File: src/tsafp_pkg.sv
// Shared constants and types of the transport stream adaptation field parser.
package tsafp_pkg;

    localparam int unsigned QUEUE_DEPTH = 4;
    localparam int unsigned QUEUE_AW    = $clog2(QUEUE_DEPTH);
    localparam int unsigned CLOCK_RATIO = 300;

    localparam int unsigned CLK_BASE_W  = 33;
    localparam int unsigned CLK_EXT_W   = 9;
    localparam int unsigned CLK_VALUE_W = 42;

    // One parsed adaptation field, with clock references still in raw base and extension form.
    typedef struct packed {
        logic [7:0]             flag_bits;
        logic [CLK_BASE_W-1:0]  pcr_clk_base;
        logic [CLK_EXT_W-1:0]   pcr_ext;
        logic [CLK_BASE_W-1:0]  opcr_clk_base;
        logic [CLK_EXT_W-1:0]   opcr_ext;
        logic [7:0]             splice_cnt;
        logic [7:0]             private_length;
        logic                   ltw_valid;
        logic [14:0]            ltw_ofs;
        logic [21:0]            pw_rate;
        logic [3:0]             splice_kind;
        logic [32:0]            dts_next_au;
        logic [7:0]             stuff_cnt;
        logic                   status;
    } t_record;

    typedef struct packed {
        logic    valid;
        t_record rec;
    } t_push;

    typedef struct packed {
        logic [7:0]             flag_bits;
        logic [CLK_VALUE_W-1:0] pcr_value;
        logic [CLK_VALUE_W-1:0] opcr_value;
        logic [7:0]             splice_cnt;
        logic [7:0]             private_length;
        logic                   ltw_valid;
        logic [14:0]            ltw_ofs;
        logic [21:0]            pw_rate;
        logic [3:0]             splice_kind;
        logic [32:0]            dts_next_au;
        logic [7:0]             stuff_cnt;
        logic                   status;
    } t_result;

endpackage

File: src/tsafp_front.sv
// Byte-level front end: tracks the section layout and assembles the fields of one adaptation field.
module tsafp_front import tsafp_pkg::*; (
    input  logic       i_clk,
    input  logic       i_rst_n,
    input  logic       i_valid,
    output logic       o_ready,
    input  logic [7:0] i_data_byte,
    input  logic       i_first_byte,
    input  logic       i_queue_full,
    output t_push      o_push
);

    typedef enum logic [3:0] {
        PH_IDLE   = 4'd0,
        PH_FLAGS  = 4'd1,
        PH_PCR    = 4'd2,
        PH_OPCR   = 4'd3,
        PH_SPLICE = 4'd4,
        PH_PLEN   = 4'd5,
        PH_PDATA  = 4'd6,
        PH_XLEN   = 4'd7,
        PH_XFLAGS = 4'd8,
        PH_LTW    = 4'd9,
        PH_RATE   = 4'd10,
        PH_SEAM   = 4'd11,
        PH_XSKIP  = 4'd12,
        PH_STUFF  = 4'd13
    } t_phase;

    t_phase                r_phase, n_phase;
    logic [7:0]            r_field_length, n_field_length;
    logic [7:0]            r_byte_pos, n_byte_pos;
    logic [7:0]            r_left, n_left;
    logic [47:0]           r_acc, n_acc;
    logic [7:0]            r_flags, n_flags;
    logic [2:0]            r_xflags, n_xflags;
    logic [CLK_BASE_W-1:0] r_pcr_base, n_pcr_base;
    logic [CLK_EXT_W-1:0]  r_pcr_ext, n_pcr_ext;
    logic [CLK_BASE_W-1:0] r_opcr_base, n_opcr_base;
    logic [CLK_EXT_W-1:0]  r_opcr_ext, n_opcr_ext;
    logic [7:0]            r_splice, n_splice;
    logic [7:0]            r_plen, n_plen;
    logic [15:0]           r_ltw, n_ltw;
    logic [21:0]           r_rate, n_rate;
    logic [3:0]            r_stype, n_stype;
    logic [32:0]           r_dts, n_dts;
    logic [7:0]            r_ext_len, n_ext_len;
    logic [7:0]            r_ext_left, n_ext_left;
    logic                  r_ext_ovr, n_ext_ovr;
    logic [7:0]            r_used, n_used;

    logic        accept;
    logic [47:0] acc_shift;
    logic [3:0]  start_phase;
    t_phase      sel_phase;
    logic [7:0]  sel_size;
    logic        push;
    logic        done;

    function automatic logic [7:0] f_size(
        input t_phase     ph,
        input logic [7:0] flags,
        input logic [7:0] plen,
        input logic [7:0] xlen,
        input logic [2:0] xflags,
        input logic [7:0] xleft
    );
        logic [7:0] sz;
        sz = 8'd0;
        case (ph)
            PH_FLAGS:  sz = 8'd1;
            PH_PCR:    sz = flags[4] ? 8'd6 : 8'd0;
            PH_OPCR:   sz = flags[3] ? 8'd6 : 8'd0;
            PH_SPLICE: sz = flags[2] ? 8'd1 : 8'd0;
            PH_PLEN:   sz = flags[1] ? 8'd1 : 8'd0;
            PH_PDATA:  sz = flags[1] ? plen : 8'd0;
            PH_XLEN:   sz = flags[0] ? 8'd1 : 8'd0;
            PH_XFLAGS: sz = (flags[0] && xlen != 8'd0) ? 8'd1 : 8'd0;
            PH_LTW:    sz = xflags[2] ? 8'd2 : 8'd0;
            PH_RATE:   sz = xflags[1] ? 8'd3 : 8'd0;
            PH_SEAM:   sz = xflags[0] ? 8'd5 : 8'd0;
            PH_XSKIP:  sz = flags[0] ? xleft : 8'd0;
            default:   sz = 8'd0;
        endcase
        return sz;
    endfunction

    assign o_ready = !i_queue_full;
    assign accept  = i_valid && o_ready;

    always_comb begin
        n_phase        = r_phase;
        n_field_length = r_field_length;
        n_byte_pos     = r_byte_pos;
        n_left         = r_left;
        n_acc          = r_acc;
        n_flags        = r_flags;
        n_xflags       = r_xflags;
        n_pcr_base     = r_pcr_base;
        n_pcr_ext      = r_pcr_ext;
        n_opcr_base    = r_opcr_base;
        n_opcr_ext     = r_opcr_ext;
        n_splice       = r_splice;
        n_plen         = r_plen;
        n_ltw          = r_ltw;
        n_rate         = r_rate;
        n_stype        = r_stype;
        n_dts          = r_dts;
        n_ext_len      = r_ext_len;
        n_ext_left     = r_ext_left;
        n_ext_ovr      = r_ext_ovr;
        n_used         = r_used;
        acc_shift      = {r_acc[39:0], i_data_byte};
        start_phase    = 4'(r_phase + 4'd1);
        sel_phase      = PH_STUFF;
        sel_size       = 8'd0;
        push           = 1'b0;
        done           = 1'b0;

        if (accept) begin
            if (i_first_byte) begin
                n_byte_pos     = 8'd0;
                n_phase        = PH_IDLE;
                n_left         = 8'd0;
                n_acc          = '0;
                n_flags        = 8'd0;
                n_xflags       = 3'd0;
                n_pcr_base     = '0;
                n_pcr_ext      = '0;
                n_opcr_base    = '0;
                n_opcr_ext     = '0;
                n_splice       = 8'd0;
                n_plen         = 8'd0;
                n_ltw          = 16'd0;
                n_rate         = 22'd0;
                n_stype        = 4'd0;
                n_dts          = 33'd0;
                n_ext_len      = 8'd0;
                n_ext_left     = 8'd0;
                n_ext_ovr      = 1'b0;
                n_used         = 8'd0;
                n_field_length = i_data_byte;
                if (i_data_byte == 8'd0) begin
                    push = 1'b1;
                    done = 1'b1;
                end else begin
                    n_phase = PH_FLAGS;
                    n_left  = 8'd1;
                end
            end else if (r_phase != PH_IDLE) begin
                n_byte_pos = r_byte_pos + 8'd1;
                if (r_phase != PH_STUFF) begin
                    if (r_phase >= PH_XFLAGS) begin
                        if (r_ext_left == 8'd0) begin
                            n_ext_ovr = 1'b1;
                        end else begin
                            n_ext_left = r_ext_left - 8'd1;
                        end
                    end
                    n_acc  = acc_shift;
                    n_left = r_left - 8'd1;
                    if (r_left == 8'd1) begin
                        case (r_phase)
                            PH_FLAGS:  n_flags = i_data_byte;
                            PH_PCR: begin
                                n_pcr_base = acc_shift[47:15];
                                n_pcr_ext  = acc_shift[8:0];
                            end
                            PH_OPCR: begin
                                n_opcr_base = acc_shift[47:15];
                                n_opcr_ext  = acc_shift[8:0];
                            end
                            PH_SPLICE: n_splice = i_data_byte;
                            PH_PLEN:   n_plen = i_data_byte;
                            PH_XLEN: begin
                                n_ext_len  = i_data_byte;
                                n_ext_left = i_data_byte;
                            end
                            PH_XFLAGS: n_xflags = i_data_byte[7:5];
                            PH_LTW:    n_ltw = acc_shift[15:0];
                            PH_RATE:   n_rate = acc_shift[21:0];
                            PH_SEAM: begin
                                n_stype = acc_shift[39:36];
                                n_dts   = {acc_shift[35:33], acc_shift[31:17], acc_shift[15:1]};
                            end
                            default: begin
                            end
                        endcase
                        for (int p = int'(PH_XSKIP); p >= int'(PH_FLAGS); p--) begin
                            if (4'(p) >= start_phase &&
                                f_size(t_phase'(4'(p)), n_flags, n_plen, n_ext_len,
                                       n_xflags, n_ext_left) != 8'd0) begin
                                sel_phase = t_phase'(4'(p));
                                sel_size  = f_size(t_phase'(4'(p)), n_flags, n_plen, n_ext_len,
                                                   n_xflags, n_ext_left);
                            end
                        end
                        n_phase = sel_phase;
                        n_left  = sel_size;
                        n_acc   = '0;
                        if (sel_phase == PH_STUFF) begin
                            n_used = n_byte_pos;
                        end
                    end
                end
                if (n_byte_pos == r_field_length) begin
                    push    = 1'b1;
                    done    = (n_phase == PH_STUFF) && !n_ext_ovr;
                    n_phase = PH_IDLE;
                end
            end
        end

        o_push.valid              = push;
        o_push.rec.flag_bits      = n_flags;
        o_push.rec.pcr_clk_base   = n_pcr_base;
        o_push.rec.pcr_ext        = n_pcr_ext;
        o_push.rec.opcr_clk_base  = n_opcr_base;
        o_push.rec.opcr_ext       = n_opcr_ext;
        o_push.rec.splice_cnt     = n_splice;
        o_push.rec.private_length = n_plen;
        o_push.rec.ltw_valid      = n_ltw[15];
        o_push.rec.ltw_ofs        = n_ltw[14:0];
        o_push.rec.pw_rate        = n_rate;
        o_push.rec.splice_kind    = n_stype;
        o_push.rec.dts_next_au    = n_dts;
        o_push.rec.stuff_cnt      = done ? 8'(n_field_length - n_used) : 8'd0;
        o_push.rec.status         = !done;
    end

    always_ff @(posedge i_clk) begin
        if (!i_rst_n) begin
            r_phase        <= PH_IDLE;
            r_field_length <= 8'd0;
            r_byte_pos     <= 8'd0;
            r_left         <= 8'd0;
            r_acc          <= '0;
            r_flags        <= 8'd0;
            r_xflags       <= 3'd0;
            r_pcr_base     <= '0;
            r_pcr_ext      <= '0;
            r_opcr_base    <= '0;
            r_opcr_ext     <= '0;
            r_splice       <= 8'd0;
            r_plen         <= 8'd0;
            r_ltw          <= 16'd0;
            r_rate         <= 22'd0;
            r_stype        <= 4'd0;
            r_dts          <= 33'd0;
            r_ext_len      <= 8'd0;
            r_ext_left     <= 8'd0;
            r_ext_ovr      <= 1'b0;
            r_used         <= 8'd0;
        end else begin
            r_phase        <= n_phase;
            r_field_length <= n_field_length;
            r_byte_pos     <= n_byte_pos;
            r_left         <= n_left;
            r_acc          <= n_acc;
            r_flags        <= n_flags;
            r_xflags       <= n_xflags;
            r_pcr_base     <= n_pcr_base;
            r_pcr_ext      <= n_pcr_ext;
            r_opcr_base    <= n_opcr_base;
            r_opcr_ext     <= n_opcr_ext;
            r_splice       <= n_splice;
            r_plen         <= n_plen;
            r_ltw          <= n_ltw;
            r_rate         <= n_rate;
            r_stype        <= n_stype;
            r_dts          <= n_dts;
            r_ext_len      <= n_ext_len;
            r_ext_left     <= n_ext_left;
            r_ext_ovr      <= n_ext_ovr;
            r_used         <= n_used;
        end
    end

    a_pos_within_length: assert property (@(posedge i_clk) disable iff (!i_rst_n)
        (r_phase != PH_IDLE) |-> (r_byte_pos < r_field_length))
        else $error("Byte position reached the field length without closing the field.");

    a_idle_no_push: assert property (@(posedge i_clk) disable iff (!i_rst_n)
        (accept && !i_first_byte && r_phase == PH_IDLE) |-> !push)
        else $error("A byte outside a field produced a transaction.");

endmodule

File: src/tsafp_queue.sv
// Short queue of parsed field records between the front end and the back end.
module tsafp_queue import tsafp_pkg::*; (
    input  logic    i_clk,
    input  logic    i_rst_n,
    input  t_push   i_push,
    output logic    o_full,
    output logic    o_valid,
    output t_record o_data,
    input  logic    i_pop
);

    t_record             r_mem [QUEUE_DEPTH];
    logic [QUEUE_AW-1:0] r_wr_ptr;
    logic [QUEUE_AW-1:0] r_rd_ptr;
    logic [QUEUE_AW:0]   r_count;

    logic do_push;
    logic do_pop;

    assign o_full  = (r_count == (QUEUE_AW + 1)'(QUEUE_DEPTH));
    assign o_valid = (r_count != '0);
    assign o_data  = r_mem[r_rd_ptr];
    assign do_push = i_push.valid && !o_full;
    assign do_pop  = i_pop && o_valid;

    always_ff @(posedge i_clk) begin
        if (do_push) begin
            r_mem[r_wr_ptr] <= i_push.rec;
        end
    end

    always_ff @(posedge i_clk) begin
        if (!i_rst_n) begin
            r_wr_ptr <= '0;
            r_rd_ptr <= '0;
            r_count  <= '0;
        end else begin
            if (do_push) begin
                r_wr_ptr <= r_wr_ptr + QUEUE_AW'(1);
            end
            if (do_pop) begin
                r_rd_ptr <= r_rd_ptr + QUEUE_AW'(1);
            end
            case ({do_push, do_pop})
                2'b10:   r_count <= r_count + (QUEUE_AW + 1)'(1);
                2'b01:   r_count <= r_count - (QUEUE_AW + 1)'(1);
                default: r_count <= r_count;
            endcase
        end
    end

    a_no_push_when_full: assert property (@(posedge i_clk) disable iff (!i_rst_n)
        i_push.valid |-> !o_full)
        else $error("Transaction pushed into a full queue.");

    a_count_bound: assert property (@(posedge i_clk) disable iff (!i_rst_n)
        r_count <= (QUEUE_AW + 1)'(QUEUE_DEPTH))
        else $error("Queue occupancy exceeds its depth.");

    a_empty_pointers: assert property (@(posedge i_clk) disable iff (!i_rst_n)
        (r_count == '0) |-> (r_wr_ptr == r_rd_ptr))
        else $error("Empty queue with unequal pointers.");

endmodule

File: src/tsafp_back.sv
// Back end: scales the clock references and holds the result for the output channel.
module tsafp_back import tsafp_pkg::*; (
    input  logic    i_clk,
    input  logic    i_rst_n,
    input  logic    i_valid,
    input  t_record i_data,
    output logic    o_pop,
    output logic    o_valid,
    input  logic    i_ready,
    output t_result o_result
);

    logic                   r_s1_valid;
    t_record                r_s1;
    logic [CLK_VALUE_W-1:0] r_s1_pcr_scaled;
    logic [CLK_VALUE_W-1:0] r_s1_opcr_scaled;
    logic                   r_out_valid;
    t_result                r_out;

    logic out_load;
    logic s1_load;

    assign out_load = r_s1_valid && (!r_out_valid || i_ready);
    assign s1_load  = i_valid && (!r_s1_valid || out_load);
    assign o_pop    = s1_load;
    assign o_valid  = r_out_valid;
    assign o_result = r_out;

    always_ff @(posedge i_clk) begin
        if (!i_rst_n) begin
            r_s1_valid  <= 1'b0;
            r_out_valid <= 1'b0;
        end else begin
            if (s1_load) begin
                r_s1_valid <= 1'b1;
            end else if (out_load) begin
                r_s1_valid <= 1'b0;
            end
            if (out_load) begin
                r_out_valid <= 1'b1;
            end else if (i_ready) begin
                r_out_valid <= 1'b0;
            end
        end
    end

    always_ff @(posedge i_clk) begin
        if (s1_load) begin
            r_s1             <= i_data;
            r_s1_pcr_scaled  <= CLK_VALUE_W'(i_data.pcr_clk_base) * CLK_VALUE_W'(CLOCK_RATIO);
            r_s1_opcr_scaled <= CLK_VALUE_W'(i_data.opcr_clk_base) * CLK_VALUE_W'(CLOCK_RATIO);
        end
        if (out_load) begin
            r_out.flag_bits      <= r_s1.flag_bits;
            r_out.pcr_value      <= r_s1_pcr_scaled + CLK_VALUE_W'(r_s1.pcr_ext);
            r_out.opcr_value     <= r_s1_opcr_scaled + CLK_VALUE_W'(r_s1.opcr_ext);
            r_out.splice_cnt     <= r_s1.splice_cnt;
            r_out.private_length <= r_s1.private_length;
            r_out.ltw_valid      <= r_s1.ltw_valid;
            r_out.ltw_ofs        <= r_s1.ltw_ofs;
            r_out.pw_rate        <= r_s1.pw_rate;
            r_out.splice_kind    <= r_s1.splice_kind;
            r_out.dts_next_au    <= r_s1.dts_next_au;
            r_out.stuff_cnt      <= r_s1.stuff_cnt;
            r_out.status         <= r_s1.status;
        end
    end

    a_no_overwrite: assert property (@(posedge i_clk) disable iff (!i_rst_n)
        (r_s1_valid && r_out_valid && !i_ready) |-> !o_pop)
        else $error("Scaling stage loaded while both stages were stalled.");

endmodule

File: src/ts_adaptation_field_parser_unit.sv
// Top level of the transport stream adaptation field parser.
// Input channel: one adaptation field byte per transaction on i_data_byte, with
// i_first_byte set on the length byte that opens a field. A transaction
// completes when i_valid and o_ready are both high at a rising edge.
// Output channel: one result per field on the o_* field ports, a transaction
// completing when o_valid and i_ready are both high.
// Throughput is one byte per cycle while the queue is not full; the front end
// handles each byte as it is accepted, and the back end takes one result per
// cycle while the receiver takes its results.
// After the edge that accepts the last byte of the field (or a zero length
// byte), the result passes through the record queue, the clock reference
// scaling stage and then the output register, where o_valid rises.
// When the receiver stalls, results wait in the output register, the scaling
// stage and a four-entry queue; o_ready falls only when the queue is full.
// Synchronous reset clears the parse state, the queue and both back-end stages;
// the block accepts bytes in the first cycle after reset is released.
module ts_adaptation_field_parser_unit import tsafp_pkg::*; (
    input  logic                   i_clk,
    input  logic                   i_rst_n,
    input  logic                   i_valid,
    output logic                   o_ready,
    input  logic [7:0]             i_data_byte,
    input  logic                   i_first_byte,
    output logic                   o_valid,
    input  logic                   i_ready,
    output logic [7:0]             o_flag_bits,
    output logic [CLK_VALUE_W-1:0] o_pcr_value,
    output logic [CLK_VALUE_W-1:0] o_opcr_value,
    output logic signed [7:0]      o_splice_countdown,
    output logic [7:0]             o_private_length,
    output logic                   o_ltw_valid,
    output logic [14:0]            o_ltw_offset,
    output logic [21:0]            o_piecewise_rate,
    output logic [3:0]             o_splice_type,
    output logic [32:0]            o_dts_next_au,
    output logic [7:0]             o_stuffing_count,
    output logic                   o_status
);

    t_push   push;
    logic    queue_full;
    logic    queue_valid;
    t_record queue_data;
    logic    queue_pop;
    t_result result;

    tsafp_front u_front (
        .i_clk        (i_clk),
        .i_rst_n      (i_rst_n),
        .i_valid      (i_valid),
        .o_ready      (o_ready),
        .i_data_byte  (i_data_byte),
        .i_first_byte (i_first_byte),
        .i_queue_full (queue_full),
        .o_push       (push)
    );

    tsafp_queue u_queue (
        .i_clk   (i_clk),
        .i_rst_n (i_rst_n),
        .i_push  (push),
        .o_full  (queue_full),
        .o_valid (queue_valid),
        .o_data  (queue_data),
        .i_pop   (queue_pop)
    );

    tsafp_back u_back (
        .i_clk    (i_clk),
        .i_rst_n  (i_rst_n),
        .i_valid  (queue_valid),
        .i_data   (queue_data),
        .o_pop    (queue_pop),
        .o_valid  (o_valid),
        .i_ready  (i_ready),
        .o_result (result)
    );

    assign o_flag_bits        = result.flag_bits;
    assign o_pcr_value        = result.pcr_value;
    assign o_opcr_value       = result.opcr_value;
    assign o_splice_countdown = $signed(result.splice_cnt);
    assign o_private_length   = result.private_length;
    assign o_ltw_valid        = result.ltw_valid;
    assign o_ltw_offset       = result.ltw_ofs;
    assign o_piecewise_rate   = result.pw_rate;
    assign o_splice_type      = result.splice_kind;
    assign o_dts_next_au      = result.dts_next_au;
    assign o_stuffing_count   = result.stuff_cnt;
    assign o_status           = result.status;

endmodule
File: config.mk
export PLATFORM = sky130hd
export DESIGN_NAME = ts_adaptation_field_parser_unit
export DESIGN_NICKNAME = d
export VERILOG_FILES = /design/src/tsafp_pkg.sv /design/src/tsafp_front.sv /design/src/tsafp_queue.sv /design/src/tsafp_back.sv /design/src/ts_adaptation_field_parser_unit.sv
export SDC_FILE = /design/constraint.sdc
export NUM_CORES = 2
export LEC_CHECK = 0
export BUFFER_PORTS_ARGS = -buffer_cell sky130_fd_sc_hd__buf_4
export CORE_UTILIZATION = 45
export DETAILED_ROUTE_END_ITERATION = 8
export GPL_TIMING_DRIVEN = 0
export PLACE_DENSITY = 0.71
export SYNTH_ARGS = -nofsm -noshare
export SYNTH_HDL_FRONTEND = slang
export SYNTH_HIERARCHICAL = 1
export SYNTH_SLANG_ARGS = --single-unit
File: constraint.sdc
create_clock -name i_clk -period 26.3 [get_ports i_clk]
set_clock_uncertainty 0.1 [all_clocks]
set_input_delay 1.315 -clock i_clk [delete_from_list [all_inputs] [get_ports i_clk]]
set_output_delay 1.315 -clock i_clk [all_outputs]
set_load 0.01 [all_outputs]
# == Yosys cells after proc, flatten, opt, wreduce, memory -nomap -nowiden ==
# Memories as Yosys holds them, arrays and structs flattened. A register that Yosys moved wholly into a read port is not among the register bits.
# Index checks and enable logic that the tools add are counted.
# word_totals
in_bits,13
register_bits,686
mem_bits_rw,768
wordCells,402
n_memories,1
# mem_list
memory,words,word_bits,rd,rd_clocked_by_memory_dff,wr,line_no,text
u_queue.r_mem,4,192,1,1,1,tsafp_queue.sv:12,t_record r_mem [QUEUE_DEPTH];
# classes
mux,253
reduce_logical,52
addsub,11
mul,2
magnitude_cmp,13
eq_ne,18
# ops
operator,count
8-bit 2-to-1 mux,129
33-bit 2-to-1 mux,18
40-bit 2-to-1 mux,4
22-bit 2-to-1 mux,6
9-bit 2-to-1 mux,12
4-bit 2-to-1 mux,26
8-bit nonzero test,13
16-bit 2-to-1 mux,6
42-bit by 9-bit adder with 42-bit output,2
33-bit by 7-bit multiplier with 40-bit output (second input constant),2
3-bit 2-to-1 mux,17
1-bit 2-to-1 mux,30
4-bit equality test (second input constant),6
4-bit >= comparator (first input constant),5
1-bit logical AND,19
3-bit by 4-bit >= comparator with 1-bit output (first input constant),4
8-bit zero test,2
8-bit by 1-bit subtractor with 8-bit output (second input constant),2
4-bit by 3-bit equality test with 1-bit output (second input constant),3
2-bit nonzero test,6
8-bit by 1-bit adder with 8-bit output (second input constant),1
4-bit by 2-bit equality test with 1-bit output (second input constant),2
8-bit by 1-bit equality test with 1-bit output (second input constant),1
8-bit equality test,1
other kinds (22),32

# == Longest topological paths before layout ==
# depth
word_depth,44
mapped_depth,23

# == Modules after synthesis ==
# Netlist, hierarchy kept.
# by_module_without_submodules
module,cells_per_inst,instances,area_each_um2,seq_area_each_um2
tsafp_queue,1055,1,28391.0,23242.3
tsafp_back,1786,1,23018.3,11991.5
tsafp_front,1641,1,13503.0,5585.4

# == Least setup slack after synthesis ==
# No wires, ideal clock.
# synth_timing
path_kind,input to register
start,input port i_ready
end,register with a tool-made name
slack_ns,6.356
t_arrival_ns,19.781
path_stages,5
required_ns,26.137
path_cell_list,nor2b_1 > a21boi_0 > o311ai_0 > xnor2_1 > and2_1
# synth_lines
item,line_no,text
"start, declared",ts_adaptation_field_parser_unit.sv:25,"input logic i_ready,"

==> flow_summary.toml <==
[run_status]
outcome = "completed"

[power]
peakVddDrop_mv = 0.05977
power_density_nw_per_um2 = 68.91
leakage_uw = 0.02847

[routing]
via_per_inst = 5.401
route.vias.total = 37267
drtIter0Drc = 3095
wl_per_cell_um = 21.41
wl_met1_um = 63980
drcViolationCount = 0
ant_nets = 0
drt_wl_total_um = 147700
top_layer = "met5"
drtPass1Iterations = 6
wl_met3_um = 9719
dr_wl_met2_um = 69470

[clock_tree]
cts_resized = 0
cts_buffer_depth = 3
clkTransAtPathRegs_ns = 0.07
cts-root-buf = "clkbuf_16"
cts_num_sinks = 1456
clock_latency_ns = 0.80
ctsHoldBuffers = 0
htreeDepth = 4
cts_made_buffers = 151
cts_tree = "built"
postCtsSetupBuffers = 0

[finish]
final_cell_area_um2 = 74540
final_core_util_pct = 52.02
stdcell_count = 6900
drive_gt1_share_pct = 15.32
nets = 5259
area_delta_synth_final_pct = 14.83
fillers = 11920

[global_routing]
antenna_found_initial = 4
overflow = 0
grt_max_degree = 56
grt_pass1_wl_um = 226000
grt_use_total_pct = 20.37
grt_pass1_vias = 37515

[placed_design]
placed_cell_area_um2 = 69540
placed_cells = 6617
io_buffers = 202
dp_hpwl_um = 102300
globalplace.congestion = 0.9238
place_ws_ns = 19.50

[floorplan]
die_area_um2 = 145800
fp.dieH_um = 381.8
ios = 207
die_w_um = 381.8
coreArea_um2 = 143300
initial_utilization_pct = 45.30
rows = 139

[worst_setup_path]
required_ns = 26.75
path_cells = "clkbuf_1 -> buf_2 -> mux4_2 -> ha_1 -> ha_1 -> fa_1 -> inv_1 -> fa_1 -> inv_1 -> ha_1 -> nand2_2 -> nor3_2 -> nand3_1 -> a2111o_1 -> a21o_1 -> a2111oi_4 -> a41oi_2 -> xnor2_1"
cpPeakStageDelay_ns = 0.73
cp.arrival_ns = 7.02
path_class = "flop to flop"
worstPathMaxFanout = 10
cpMaxStageDelayCell = "clkbuf_1"
cpMostUsedCell = "ha_1"
critPathCaptureType = "flop"
critPathLaunchType = "flop"

[flow_run]
maxCapViolCount = 0

[timing]
tightestPinTransition_ns = 1.361
hold_viol_final = 0
fin_ws_ns = 19.73
slew_violations = 0
timing.slew.headroom_pct = 9.280
hold_ws_ns = 0.3122
max_freq_ghz = 0.1521
rsz0062_at_grt = "no"
setup_violations = 0
finalCriticalPeriod_ns = 6.575
fin_crit_sh_pct = 25.00

[synth]
synthDistinctLibCells = 108
yosys_warnings = 6
async_flop_share_pct = 0
syn_inst = 4482
syn-cell-area_um2 = 64910
synth_ff_type = "edfxtp_1"
synth_seq_area_share_pct = 62.88
avgSynthCellArea_um2 = 14.48
synth_edf_count = 1166
ys_ff_latch = 1456
synth_nets = 4874

[hold_path]
min_path_type = "flop to flop"
==> worst max-delay path: cells and delay by family (launching register included) <==
family,cells,cell delay (ns)
fa+ha+maj,5,2.05
compound gates,4,1.37
flops,1,0.50
mux,1,0.43
xor+xnor,1,0.16
buf+inv,4,1.23
simple gates,3,0.46
==> where the power goes <==
| group | switching [uW] | leakage (uW) | internal [uW] |
|---|---|---|---|
| Sequential | 14.1 | 0.0136 | 2510 |
| Clock | 922 | 0.00241 | 1210 |
| Combinational | 298 | 0.0124 | 188 |
==> per-stage QoR <==
| step | setup TNS (ns) | power, uW |
|---|---|---|
| finish | 0 | 5137 |
| global route | 0 | 5337 |
| CTS | 0 | 5186 |
| detailed placement | 0 | 3055 |
| global placement | -250.71 | 3063 |
| floorplan | 0 | 2933 |
==> registers in the layout, indices dropped and copies added (netlist names), 9 cells and up, named ones only <==
register,cells
u_queue/r_mem,768
u_back/o_result,192
u_back/r_s1,126
u_back/r_s1_opcr_scaled,40
u_back/r_s1_pcr_scaled,40
u_front/r_acc,40
u_front/r_dts,33
u_front/r_opcr_base,33
u_front/r_pcr_base,33
u_front/r_rate,22
u_front/r_ltw,16
u_front/r_opcr_ext,9
u_front/r_pcr_ext,9
==> cells in the mapped netlist, types with 6 or more instances <==
library cell	instances	area, um2
a211o_1	7	61.31
a211oi_1	15	112.6
a21boi_0	7	52.55
a21o_1	40	300.3
a21oi_1	178	890.9
a221oi_1	6	52.55
a22o_1	8	70.07
a22oi_1	9	67.56
a2bb2oi_1	7	61.31
a31oi_1	22	137.6
and2_1	20	125.1
and3_1	18	112.6
and4_1	6	52.55
buf_1	11	41.29
buf_12	20	400.4
buf_2	25	125.1
buf_4	6	45.04
clkbuf_1	124	465.5
dfxtp_1	290	5806
edfxtp_1	1166	35010
fa_1	118	2362
ha_1	261	3266
inv_1	328	1231
mux2i_1	201	2012
mux4_2	192	4324
nand2_1	262	983.4
nand2b_1	15	93.84
nand3_1	62	310.3
nand3b_1	7	52.55
nand4_1	24	150.1
nor2_1	340	1276
nor2b_1	25	156.4
nor3_1	207	1036
nor3b_1	7	52.55
nor4_1	10	62.56
o211ai_1	15	112.6
o21a_1	18	135.1
o21ai_0	79	395.4
o21ai_1	11	55.05
o21bai_1	14	105.1
o22ai_1	10	62.56
or2_2	7	43.79
or3_1	9	56.30
xnor2_1	112	980.9
xor2_1	52	455.4
==> cell type report <==
cell class                      count  area, um2  area share, %
Antenna cell                        2      5.005       0.006714
Tap cell                         1903       2381          3.194
Timing Repair Buffer              232       2220          2.978
Multi-Input combinational cell   2503      21710          29.12
Clock buffer                      185       3956          5.307
Buffer                            195       1185          1.590
Clock inverter                     96       1036          1.390
Sequential cell                  1456      40820          54.76
Inverter                          328       1231          1.652
==> metal layers <==
metal | vias to the layer above | GRT usage (%)
li1 | 17349 | -
met1 | 18497 | 27.84
met2 | 1184 | 32.60
met3 | 233 | 3.788
met4 | 4 | 7.148
met5 | - | 0
==> path summary, 6_finish.rpt <==
check | endpoint | cells past startpoint | from | slack, ns
setup reg to reg | u_back/r_s1_opcr_scaled[39] | 18 | flop | 19.73
hold reg to reg | u_back/o_result[99] | 0 | u_back/r_s1[99] | 0.31
setup / recovery | u_back/r_s1_opcr_scaled[39] | 18 | flop | 19.73
hold / removal | u_back/o_result[99] | 0 | u_back/r_s1[99] | 0.31
==> cells in the final DEF (no fill, tap or decap), types with 14 or more instances in the layout <==
master,Yosys,layout
nand2b_1,15,15
buf_2,25,25
fa_1,118,118
buf_12,20,34
and2_1,20,16
and3_1,18,18
inv_1,328,328
a21o_1,40,40
o21a_1,18,18
o211ai_1,15,15
o21ai_0,79,79
nand4_1,24,24
mux4_2,192,192
clkbuf_16,0,151
nor3_1,207,207
nand3_1,62,62
xor2_1,52,52
dfxtp_1,290,290
ha_1,261,261
a21oi_1,178,178
edfxtp_1,1166,1166
buf_16,0,15
nor2_1,340,340
clkinv_2,0,24
nor2b_1,25,24
a211oi_1,15,15
nand2_1,262,262
xnor2_1,112,112
clkbuf_1,124,152
clkinv_1,0,27
o21bai_1,14,14
a31oi_1,22,22
mux2i_1,201,201
buf_4,6,208
==> logic make-up (layout without fill, tap and decap cells) <==
logic type / after synthesis / after routing / synth area share, %
flops: 1456 / 1456 / 62.88
other cells: 0 / 2 / 0
mux: 397 / 397 / 9.834
fa+ha+maj: 379 / 379 / 8.670
simple gates: 1055 / 1055 / 7.564
compound gates: 506 / 506 / 5.066
buf+inv: 523 / 1036 / 3.720
xor+xnor: 166 / 166 / 2.263
Power figures use the tool's default switching activity.
